## src/rtl/core/mmsg_pkg.sv

```systemverilog
`timescale 1ns / 1ps

package mmsg_pkg;

  localparam int NUM_OUTPUTS = 2;
  localparam int NUM_INPUTS = 4;
  localparam int OUT_ID_BASE = 5;
  localparam int QUEUE_DEPTH = 2;

  localparam int TOTAL_WORDS = NUM_OUTPUTS + NUM_INPUTS;
  localparam int OUT_IDX_W = (NUM_OUTPUTS > 1) ? $clog2(NUM_OUTPUTS) : 1;
  localparam int IN_IDX_W = (NUM_INPUTS > 1) ? $clog2(NUM_INPUTS) : 1;
  localparam int CNT_W = $clog2(TOTAL_WORDS);
  localparam int QPTR_W = (QUEUE_DEPTH > 1) ? $clog2(QUEUE_DEPTH) : 1;
  localparam int QCNT_W = $clog2(QUEUE_DEPTH + 1);

  typedef enum logic [3:0] {
    CMD_STATE      = 4'd0,
    CMD_CONNECT    = 4'd1,
    CMD_DISCONNECT = 4'd2,
    CMD_MUTE       = 4'd3,
    CMD_UNMUTE     = 4'd4,
    CMD_SOLO       = 4'd5,
    CMD_UNSOLO     = 4'd6,
    CMD_VOLUME     = 4'd7,
    CMD_PAN        = 4'd8,
    CMD_GAIN       = 4'd9
  } cmd_e;

  typedef enum logic {
    STATUS_OK  = 1'b0,
    STATUS_ERR = 1'b1
  } status_e;

  // Classified command as it travels from the front end to the back end.
  typedef struct packed {
    logic                 single;
    status_e              status;
    cmd_e                 cmd;
    logic                 self;
    logic [OUT_IDX_W-1:0] o;
    logic [IN_IDX_W-1:0]  i;
    logic [15:0]          value;
  } op_t;

  typedef struct packed {
    logic        word_valid;
    logic [7:0]  dest_out;
    logic [7:0]  dest_in;
    logic [15:0] gain;
    status_e     status;
    logic        last;
  } res_t;

endpackage

```

## src/rtl/core/mmsg_cmd_if.sv

```systemverilog
`timescale 1ns / 1ps

interface mmsg_cmd_if;
  logic        valid;
  logic        ready;
  logic [7:0]  cmd;
  logic [7:0]  in_id;
  logic [7:0]  out_id;
  logic [15:0] value;

  modport source (output valid, cmd, in_id, out_id, value, input ready);
  modport sink (input valid, cmd, in_id, out_id, value, output ready);
endinterface

```

## src/rtl/core/mmsg_res_if.sv

```systemverilog
`timescale 1ns / 1ps

interface mmsg_res_if;
  logic        valid;
  logic        ready;
  logic        word_valid;
  logic [7:0]  dest_out;
  logic [7:0]  dest_in;
  logic [15:0] gain;
  logic        status;
  logic        last;

  modport source (output valid, word_valid, dest_out, dest_in, gain, status, last,
                  input ready);
  modport sink (input valid, word_valid, dest_out, dest_in, gain, status, last,
                output ready);
endinterface

```

## src/rtl/core/mmsg_front.sv

```systemverilog
`timescale 1ns / 1ps

module mmsg_front (
  mmsg_cmd_if.sink     cmd_i,
  output logic         push_valid_o,
  input  logic         push_ready_i,
  output mmsg_pkg::op_t push_op_o
);
  import mmsg_pkg::*;

  logic out_ok;
  logic in_ok;
  logic self;
  logic [7:0] out_off;

  assign cmd_i.ready  = push_ready_i;
  assign push_valid_o = cmd_i.valid;

  always_comb begin
    out_off = cmd_i.out_id - 8'(OUT_ID_BASE);
    out_ok  = (cmd_i.out_id >= 8'(OUT_ID_BASE)) &&
              (cmd_i.out_id < 8'(OUT_ID_BASE + NUM_OUTPUTS));
    self    = (cmd_i.in_id == cmd_i.out_id);
    in_ok   = self || (cmd_i.in_id < 8'(NUM_INPUTS));

    push_op_o.single = 1'b1;
    push_op_o.status = STATUS_ERR;
    push_op_o.cmd    = cmd_e'(cmd_i.cmd[3:0]);
    push_op_o.self   = self;
    push_op_o.o      = OUT_IDX_W'(out_off);
    push_op_o.i      = IN_IDX_W'(cmd_i.in_id);
    push_op_o.value  = cmd_i.value;

    // Order of checks: state query, bad code, bad ids, then the command itself.
    if (cmd_i.cmd == 8'(CMD_STATE)) begin
      push_op_o.status = STATUS_OK;
    end else if (cmd_i.cmd > 8'(CMD_GAIN)) begin
      push_op_o.status = STATUS_ERR;
    end else if (!out_ok || !in_ok) begin
      push_op_o.status = STATUS_ERR;
    end else begin
      case (cmd_e'(cmd_i.cmd[3:0]))
        CMD_CONNECT, CMD_DISCONNECT: begin
          // Connecting an output to itself makes no sense.
          if (!self) begin
            push_op_o.single = 1'b0;
            push_op_o.status = STATUS_OK;
          end
        end
        CMD_GAIN: begin
          push_op_o.status = STATUS_OK;
        end
        default: begin
          push_op_o.single = 1'b0;
          push_op_o.status = STATUS_OK;
        end
      endcase
    end
  end

endmodule

```

## src/rtl/core/mmsg_fifo.sv

```systemverilog
`timescale 1ns / 1ps

module mmsg_fifo (
  input  logic          clk_i,
  input  logic          rst_ni,
  input  logic          push_valid_i,
  output logic          push_ready_o,
  input  mmsg_pkg::op_t push_op_i,
  output logic          pop_valid_o,
  input  logic          pop_ready_i,
  output mmsg_pkg::op_t pop_op_o
);
  import mmsg_pkg::*;

  op_t               mem_q [QUEUE_DEPTH];
  logic [QPTR_W-1:0] wptr_q, wptr_d;
  logic [QPTR_W-1:0] rptr_q, rptr_d;
  logic [QCNT_W-1:0] count_q, count_d;
  logic              push;
  logic              pop;

  assign push_ready_o = (count_q != QCNT_W'(QUEUE_DEPTH));
  assign pop_valid_o  = (count_q != '0);
  assign pop_op_o     = mem_q[rptr_q];
  assign push         = push_valid_i && push_ready_o;
  assign pop          = pop_valid_o && pop_ready_i;

  always_comb begin
    wptr_d  = wptr_q;
    rptr_d  = rptr_q;
    count_d = count_q;
    if (push) begin
      wptr_d = (wptr_q == QPTR_W'(QUEUE_DEPTH - 1)) ? '0 : wptr_q + 1'b1;
    end
    if (pop) begin
      rptr_d = (rptr_q == QPTR_W'(QUEUE_DEPTH - 1)) ? '0 : rptr_q + 1'b1;
    end
    if (push && !pop) begin
      count_d = count_q + 1'b1;
    end else if (pop && !push) begin
      count_d = count_q - 1'b1;
    end
  end

  always_ff @(posedge clk_i or negedge rst_ni) begin
    if (!rst_ni) begin
      wptr_q  <= '0;
      rptr_q  <= '0;
      count_q <= '0;
    end else begin
      wptr_q  <= wptr_d;
      rptr_q  <= rptr_d;
      count_q <= count_d;
    end
  end

  always_ff @(posedge clk_i) begin
    if (push) begin
      mem_q[wptr_q] <= push_op_i;
    end
  end

  a_count_bound: assert property (@(posedge clk_i) disable iff (!rst_ni)
    count_q <= QCNT_W'(QUEUE_DEPTH))
    else $error("queue fill count beyond depth");

endmodule

```

## src/rtl/core/mmsg_back.sv

```systemverilog
`timescale 1ns / 1ps

module mmsg_back (
  input  logic          clk_i,
  input  logic          rst_ni,
  input  logic          pop_valid_i,
  output logic          pop_ready_o,
  input  mmsg_pkg::op_t pop_op_i,
  mmsg_res_if.source    res_o
);
  import mmsg_pkg::*;

  typedef enum logic {
    ST_IDLE,
    ST_EMIT
  } state_e;

  state_e                state_q;
  logic [CNT_W-1:0]      cnt_q;
  logic [OUT_IDX_W-1:0]  o_q;
  logic                  res_valid_q;
  res_t                  res_q;

  logic [15:0]           out_vol_q [NUM_OUTPUTS];
  logic [NUM_OUTPUTS-1:0] out_mute_q;
  logic [NUM_OUTPUTS-1:0] out_solo_q;
  logic [15:0]           in_vol_q [NUM_OUTPUTS][NUM_INPUTS];
  logic [NUM_INPUTS-1:0] in_conn_q [NUM_OUTPUTS];
  logic [NUM_INPUTS-1:0] in_mute_q [NUM_OUTPUTS];
  logic [NUM_INPUTS-1:0] in_solo_q [NUM_OUTPUTS];

  logic                  can_load;
  logic                  any_out_solo;
  logic                  any_in_solo;
  logic [OUT_IDX_W-1:0]  oi;
  logic [IN_IDX_W-1:0]   ii;
  logic                  word_last;
  res_t                  word;
  res_t                  single_word;

  // The output register can take a new word when it is empty or being drained.
  assign can_load    = !res_valid_q || res_o.ready;
  assign pop_ready_o = (state_q == ST_IDLE) && can_load;

  assign res_o.valid      = res_valid_q;
  assign res_o.word_valid = res_q.word_valid;
  assign res_o.dest_out   = res_q.dest_out;
  assign res_o.dest_in    = res_q.dest_in;
  assign res_o.gain       = res_q.gain;
  assign res_o.status     = res_q.status;
  assign res_o.last       = res_q.last;

  always_comb begin
    single_word        = '0;
    single_word.status = pop_op_i.status;
    single_word.last   = 1'b1;

    any_out_solo = |out_solo_q;
    any_in_solo  = |in_solo_q[o_q];
    oi           = OUT_IDX_W'(cnt_q);
    ii           = IN_IDX_W'(cnt_q - CNT_W'(NUM_OUTPUTS));
    word_last    = (cnt_q == CNT_W'(TOTAL_WORDS - 1));

    word.word_valid = 1'b1;
    word.status     = STATUS_OK;
    word.last       = word_last;
    word.gain       = '0;
    if (cnt_q < CNT_W'(NUM_OUTPUTS)) begin
      word.dest_out = 8'(OUT_ID_BASE) + 8'(oi);
      word.dest_in  = 8'(OUT_ID_BASE) + 8'(oi);
      if (any_out_solo) begin
        word.gain = out_solo_q[oi] ? out_vol_q[oi] : '0;
      end else begin
        word.gain = out_mute_q[oi] ? '0 : out_vol_q[oi];
      end
    end else begin
      word.dest_out = 8'(OUT_ID_BASE) + 8'(o_q);
      word.dest_in  = 8'(ii);
      if (in_conn_q[o_q][ii]) begin
        if (any_in_solo) begin
          word.gain = in_solo_q[o_q][ii] ? in_vol_q[o_q][ii] : '0;
        end else begin
          word.gain = in_mute_q[o_q][ii] ? '0 : in_vol_q[o_q][ii];
        end
      end
    end
  end

  always_ff @(posedge clk_i or negedge rst_ni) begin
    if (!rst_ni) begin
      state_q     <= ST_IDLE;
      cnt_q       <= '0;
      o_q         <= '0;
      res_valid_q <= 1'b0;
      res_q       <= '0;
      out_mute_q  <= '0;
      out_solo_q  <= '0;
      for (int n = 0; n < NUM_OUTPUTS; n++) begin
        out_vol_q[n] <= '0;
        in_conn_q[n] <= '0;
        in_mute_q[n] <= '0;
        in_solo_q[n] <= '0;
        for (int m = 0; m < NUM_INPUTS; m++) begin
          in_vol_q[n][m] <= '0;
        end
      end
    end else begin
      case (state_q)
        ST_IDLE: begin
          if (pop_valid_i && can_load) begin
            if (pop_op_i.single) begin
              res_valid_q <= 1'b1;
              res_q       <= single_word;
            end else begin
              if (res_o.ready) begin
                res_valid_q <= 1'b0;
              end
              o_q     <= pop_op_i.o;
              cnt_q   <= '0;
              state_q <= ST_EMIT;
              case (pop_op_i.cmd)
                CMD_CONNECT:    in_conn_q[pop_op_i.o][pop_op_i.i] <= 1'b1;
                CMD_DISCONNECT: in_conn_q[pop_op_i.o][pop_op_i.i] <= 1'b0;
                CMD_MUTE, CMD_UNMUTE: begin
                  if (pop_op_i.self) begin
                    out_mute_q[pop_op_i.o] <= (pop_op_i.cmd == CMD_MUTE);
                  end else begin
                    in_mute_q[pop_op_i.o][pop_op_i.i] <= (pop_op_i.cmd == CMD_MUTE);
                  end
                end
                CMD_SOLO, CMD_UNSOLO: begin
                  if (pop_op_i.self) begin
                    out_solo_q[pop_op_i.o] <= (pop_op_i.cmd == CMD_SOLO);
                  end else begin
                    in_solo_q[pop_op_i.o][pop_op_i.i] <= (pop_op_i.cmd == CMD_SOLO);
                  end
                end
                CMD_VOLUME: begin
                  if (pop_op_i.self) begin
                    out_vol_q[pop_op_i.o] <= pop_op_i.value;
                  end else begin
                    in_vol_q[pop_op_i.o][pop_op_i.i] <= pop_op_i.value;
                  end
                end
                // Pan stores nothing but still re-sends the gain words.
                default: ;
              endcase
            end
          end else if (res_o.ready) begin
            res_valid_q <= 1'b0;
          end
        end
        ST_EMIT: begin
          if (can_load) begin
            res_valid_q <= 1'b1;
            res_q       <= word;
            cnt_q       <= cnt_q + 1'b1;
            if (word_last) begin
              state_q <= ST_IDLE;
            end
          end
        end
        default: state_q <= ST_IDLE;
      endcase
    end
  end

  a_word_ok: assert property (@(posedge clk_i) disable iff (!rst_ni)
    res_valid_q && res_q.word_valid |-> res_q.status == STATUS_OK)
    else $error("gain word carries an error status");

  a_cnt_range: assert property (@(posedge clk_i) disable iff (!rst_ni)
    state_q == ST_EMIT |-> cnt_q < CNT_W'(TOTAL_WORDS))
    else $error("word counter beyond word count");

  a_last_ends: assert property (@(posedge clk_i) disable iff (!rst_ni)
    state_q == ST_EMIT && can_load && word_last |=> state_q == ST_IDLE && res_q.last)
    else $error("final word did not end the command");

endmodule

```

## src/rtl/core/mixer_mute_solo_gain_control_core.sv

```systemverilog
// Flow: an accepted command is written into the queue, and the back end takes it from the queue
// when it is idle and its output register can take a word. A single-result command's word is then
// loaded into the output register; a state-changing command first updates the tables.
// A state-changing command then sends one gain word per output and per input, one per cycle while
// the output register can take a word, so res_o.ready can stall it.
// Reset: rst_ni clears all routing tables to zero and empties the queue and output register.
`timescale 1ns / 1ps

module mixer_mute_solo_gain_control_core (
  input  logic       clk_i,
  input  logic       rst_ni,
  mmsg_cmd_if.sink   cmd_i,
  mmsg_res_if.source res_o
);
  import mmsg_pkg::*;

  logic push_valid;
  logic push_ready;
  op_t  push_op;
  logic pop_valid;
  logic pop_ready;
  op_t  pop_op;

  mmsg_front u_front (
    .cmd_i        (cmd_i),
    .push_valid_o (push_valid),
    .push_ready_i (push_ready),
    .push_op_o    (push_op)
  );

  mmsg_fifo u_fifo (
    .clk_i        (clk_i),
    .rst_ni       (rst_ni),
    .push_valid_i (push_valid),
    .push_ready_o (push_ready),
    .push_op_i    (push_op),
    .pop_valid_o  (pop_valid),
    .pop_ready_i  (pop_ready),
    .pop_op_o     (pop_op)
  );

  mmsg_back u_back (
    .clk_i       (clk_i),
    .rst_ni      (rst_ni),
    .pop_valid_i (pop_valid),
    .pop_ready_o (pop_ready),
    .pop_op_i    (pop_op),
    .res_o       (res_o)
  );

endmodule
```

## src/flat_wrapper.sv

```systemverilog
// flat-port wrapper written by rule: the top's interface ports become plain ports
module mixer_mute_solo_gain_control_core_flat import mmsg_pkg::*;
  (clk_i, rst_ni, cmd_i_valid, cmd_i_cmd, cmd_i_in_id, cmd_i_out_id, cmd_i_value, cmd_i_ready, res_o_valid, res_o_word_valid, res_o_dest_out, res_o_dest_in, res_o_gain, res_o_status, res_o_last, res_o_ready);
  mmsg_cmd_if cmd_i_i ();
  mmsg_res_if res_o_i ();
  input  logic clk_i;
  input  logic rst_ni;
  input wire logic [$bits(cmd_i_i.valid)-1:0] cmd_i_valid;
  input wire logic [$bits(cmd_i_i.cmd)-1:0] cmd_i_cmd;
  input wire logic [$bits(cmd_i_i.in_id)-1:0] cmd_i_in_id;
  input wire logic [$bits(cmd_i_i.out_id)-1:0] cmd_i_out_id;
  input wire logic [$bits(cmd_i_i.value)-1:0] cmd_i_value;
  output wire logic [$bits(cmd_i_i.ready)-1:0] cmd_i_ready;
  output wire logic [$bits(res_o_i.valid)-1:0] res_o_valid;
  output wire logic [$bits(res_o_i.word_valid)-1:0] res_o_word_valid;
  output wire logic [$bits(res_o_i.dest_out)-1:0] res_o_dest_out;
  output wire logic [$bits(res_o_i.dest_in)-1:0] res_o_dest_in;
  output wire logic [$bits(res_o_i.gain)-1:0] res_o_gain;
  output wire logic [$bits(res_o_i.status)-1:0] res_o_status;
  output wire logic [$bits(res_o_i.last)-1:0] res_o_last;
  input wire logic [$bits(res_o_i.ready)-1:0] res_o_ready;
  assign cmd_i_i.valid = cmd_i_valid;
  assign cmd_i_i.cmd = cmd_i_cmd;
  assign cmd_i_i.in_id = cmd_i_in_id;
  assign cmd_i_i.out_id = cmd_i_out_id;
  assign cmd_i_i.value = cmd_i_value;
  assign cmd_i_ready = cmd_i_i.ready;
  assign res_o_valid = res_o_i.valid;
  assign res_o_word_valid = res_o_i.word_valid;
  assign res_o_dest_out = res_o_i.dest_out;
  assign res_o_dest_in = res_o_i.dest_in;
  assign res_o_gain = res_o_i.gain;
  assign res_o_status = res_o_i.status;
  assign res_o_last = res_o_i.last;
  assign res_o_i.ready = res_o_ready;
  mixer_mute_solo_gain_control_core u_core (.clk_i(clk_i), .rst_ni(rst_ni), .cmd_i(cmd_i_i), .res_o(res_o_i));
endmodule
```

## config.mk

```make
export PLATFORM = sky130hd
export DESIGN_NAME = mixer_mute_solo_gain_control_core_flat
export DESIGN_NICKNAME = d
export VERILOG_FILES = /design/src/rtl/core/mmsg_pkg.sv /design/src/rtl/core/mmsg_cmd_if.sv /design/src/rtl/core/mmsg_res_if.sv /design/src/rtl/core/mmsg_front.sv /design/src/rtl/core/mmsg_fifo.sv /design/src/rtl/core/mmsg_back.sv /design/src/rtl/core/mixer_mute_solo_gain_control_core.sv /design/src/flat_wrapper.sv
export SDC_FILE = /design/constraint.sdc
export NUM_CORES = 1
export LEC_CHECK = 0
export BUFFER_PORTS_ARGS = -buffer_cell sky130_fd_sc_hd__buf_4
export CORE_AREA = 2 2 141 143
export CTS_CLUSTER_DIAMETER = 120
export CTS_CLUSTER_SIZE = 10
export DETAILED_ROUTE_END_ITERATION = 8
export DIE_AREA = 0 0 143 145
export GPL_ROUTABILITY_DRIVEN = 1
export PLACE_DENSITY = 0.84
export SLEW_MARGIN = 20
export SYNTH_ARGS = -nofsm -noshare
export SYNTH_HDL_FRONTEND = slang
export SYNTH_SLANG_ARGS = --single-unit
```

## constraint.sdc

```tcl
create_clock -name clk_i -period 4.8 [get_ports clk_i]
set_clock_uncertainty 0.1 [all_clocks]
set_input_delay 0.96 -clock clk_i [delete_from_list [all_inputs] [get_ports clk_i]]
set_output_delay 0.96 -clock clk_i [all_outputs]
set_load 0.02 [all_outputs]
```

==> results by group <==
Critical path
  • Buf/Inv on CP: 1
  • WS Path Type: register to register
  • Arr. time, crit path: 3.54 ns
  • CP endpoint kind: register
  • WP data required: between 5 and 6 ns
  • Cell family with most CP delay: simple AND/OR/NAND/NOR gates
  • Worst-path fanout max: 37
  • Critical path launch point type: register
  • CP max stage cell: nand3_2
  • Worst-path cell chain: buf_4 > nor3b_1 > o22ai_1 > nor3_4 > nand3_2 > mux2_2
  • Max incr delay on CP: between 0.5 and 0.6 ns

Timing
  • Period utilisation layout: 0.669
  • Fin. Hold Viols: 0
  • Setup Viol. Count Final: 0
  • Slew headroom: 0.289
  • Sum Neg Setup Slack: 0 ns
  • Fin. max-slew vios: 0
  • Slew @ Worst Pin: ~1.1 ns
  • Final Critical Period: 3.21 ns
  • RSZ-0062 raised after global routing: false
  • F_max: ~310 MHz

Final layout
  • Final Cell Area: about 14,000 µm²
  • Share of layout cells above drive strength 1: 0.407
  • Fin nets: 958
  • Layout overhead on the synthesized area: 13.0%
  • # diodes: 0

Clocking
  • H-tree Lvls: 1
  • Clock sinks: between 200 and 300
  • Hold_buf cts: 0
  • Setup Buffers After CTS: 0
  • Cts bufs inserted: 31
  • Bufs on Longest Clock Path: 3
  • Clk_lat worst skew: 0.57 ns
  • Clock tree root driver cell: clkbuf_16
  • Resized Gates After CTS: 0
  • CTS tree: yes
  • Clock slew at reported path FFs: 0.05 ns

Logic synthesis
  • Yosys cell types: 55
  • Post-synth EDFFs: 52
  • Cell count after synthesis: 838
  • Async set or reset register ratio after synthesis: 0.810
  • Synth Register Bits: 274
  • Synth Flop Type: dfrtp_1
  • Sequential element share of the synthesized area: 0.576
  • Yosys warning total: 0
  • Mapped Area: approximately 12,000 µm²
  • Syn avg cell area: 14.8 µm²

Flow run
  • Max Cap Viol: 0

Global route
  • Vias in the first global route: 7,445
  • Gr ovfl total: 0
  • Total GRT Usage: 0.252
  • Largest net degree at the start of global routing: 105
  • Initial antenna violation count: 0
  • Global-route wire length before repair: 40,800 µm

Power
  • Sequential power share: 0.428
  • Clock share of power: 0.304
  • Switch share: 0.326
  • Sw Pwr: 2180 µW
  • Internal: roughly 4500 µW
  • Power Density: 478 nW/µm²
  • Gate power share: 0.267
  • Worst vdd ir: 0.302 mV
  • Static Leak: 0.00641 µW

Run status
  • Status: complete, no violations

Route
  • Routed Antenna Nets: 0
  • Total Routed Length: 25,300 µm
  • Vias per cell: 6.21
  • TritonRoute pass-1 iters: 4
  • Drc violations: 0
  • Initial drt markers: 551
  • Vias: 7,375
  • WL per Instance: 21.3 µm

Place
  • PortBufs: 70
  • DP HPWL: 16,400 µm
  • Dpl cell area: 13,100 µm²
  • RePlAce Congestion: between 0.8 and 0.9

Floorplanning
  • Die H: 145 µm
  • Starting density of the core: 0.644
  • Die area: slightly above 20,000 µm²
  • # IOs: 81
  • Core area: 19,200 µm²
  • Die W: 143 µm
  • # rows: 51

Hold path
  • Min-delay worst type: register to register
## tightest hold or removal path, delay by kind of cell (launching register included)
| kind | cells | cell delay, ns |
|---|---|---|
| AO/OA/AOI/OAI | 1 | 0.06 |
| flip-flops | 1 | 0.34 |
| AND/OR/NAND/NOR | 1 | 0.05 |
## logic make-up (layout without fill, tap and decap cells)
group	Yosys count	after routing	share of synthesized area
fa+ha+maj	3	3	0.00304
mux	283	283	0.288
xor+xnor	19	19	0.0135
simple gates	134	134	0.0572
buf+inv	60	135	0.0240
compound gates	64	64	0.0384
other cells	1	10	0.000303
flops	274	274	0.576
## routing by layer
layer  track usage  vias to the layer above  wire, µm
li1              -                     3269         -
met1         0.394                     3831     11600
met2         0.378                      234     11800
met3        0.0393                       41      1400
met4        0.0619                        0       416
met5             0                        -         0
## cell usage after synthesis, drive strengths merged (5+ instances only)
master    n  share of area
nand3    11         0.0069
buf      32          0.015
mux4     38          0.069
xor2      5         0.0035
o41ai     6         0.0043
inv       8         0.0024
nor3     12         0.0058
a21oi     6         0.0024
mux2    203           0.18
edfxtp   52           0.13
nor2     31         0.0094
o221ai   16          0.011
xnor2    14         0.0099
nand2    40          0.013
dfrtp   222           0.45
mux2i    42          0.034
nor4      8         0.0046
clkbuf   20         0.0061
o21ai    16         0.0065
## final timing paths
path                                                      from                        endpoint  slack (ns)  cells past startpoint
worst max register to register            u_core.u_fifo.rptr_q      u_core.u_back.in_vol_q[84]        1.59                      6
worst max-delay path                      u_core.u_fifo.rptr_q      u_core.u_back.in_vol_q[84]        1.59                      6
worst min register to register  u_core.u_back.res_o.dest_in[0]  u_core.u_back.res_o.dest_in[0]        0.38                      2
worst min-delay path            u_core.u_back.res_o.dest_in[0]  u_core.u_back.res_o.dest_in[0]        0.38                      2
max in group asynchronous                               rst_ni          u_core.u_back.cnt_q[0]        3.29                      2
min in group asynchronous                               rst_ni       u_core.u_back.res_o.valid        0.42                      1
## stage by stage
step	total power (µW)	setup slack (ns)	cells	hold WS, ns	util
after floorplan	4090	1.74	847	0.361	-
after global placement	4610	1.27	1143	0.366	0.683
after detailed placement	4670	1.24	1143	0.372	0.683
after CTS	6700	1.59	1187	0.384	0.727
after global routing	6970	1.42	1187	0.400	0.727
final	6680	1.59	1187	0.375	0.727
## power by group through the flow
stage	Clock (µW)	Sequential (µW)	Combinational [µW]
after CTS	2060	2860	1780
after global placement	0	2880	1730
final	2030	2860	1790
after floorplan	0	2840	1250
after global routing	2160	2890	1920
after detailed placement	0	2900	1770
## sequential cells by signal, summed over array words and instances (netlist names), 3 cells and up, named ones only
signal	cells
u_core.u_back.out_vol_q	32
u_core.u_back.res_o.gain	16
u_core.u_back.in_vol_q	128
u_core.u_back.res_o.dest_in	3
u_core.u_back.res_o.dest_out	3
u_core.u_fifo.mem_q	52
u_core.u_back.in_mute_q	8
u_core.u_back.cnt_q	3
u_core.u_back.in_solo_q	8
## layout make-up
type                       count  area, µm²
sequential                   274       7120
fill                        1205       5240
clock inverter                 2       28.8
inverter                       8       30.0
tap                          265        332
timing repair buffer          83        642
clock buffer                  42        817
multi-input combinational    513       5000
## cells in the final DEF, fill, tap and decap left out, types with 2 or more instances in the layout
cell type	instances
a2111oi_0	2
a21oi_1	6
a22o_1	3
and3_1	3
and3b_1	2
buf_4	81
clkbuf_1	11
clkbuf_16	31
conb_1	10
dfrtp_1	220
dfrtp_2	2
edfxtp_1	52
ha_1	3
inv_1	8
mux2_2	203
mux2i_1	42
mux4_2	38
nand2_1	38
nand2_2	2
nand2b_1	3
nand3_1	5
nand3_2	6
nand3b_1	2
nand4_1	3
nor2_1	30
nor2b_1	4
nor3_1	11
nor3b_1	3
nor4_1	7
o21ai_0	15
o221ai_1	16
o311ai_0	2
o32ai_1	3
o41ai_1	6
or2_2	2
or3_1	2
or4_1	3
xnor2_1	14
xor2_1	5
Note: power is estimated with default switching activity, not from simulation.
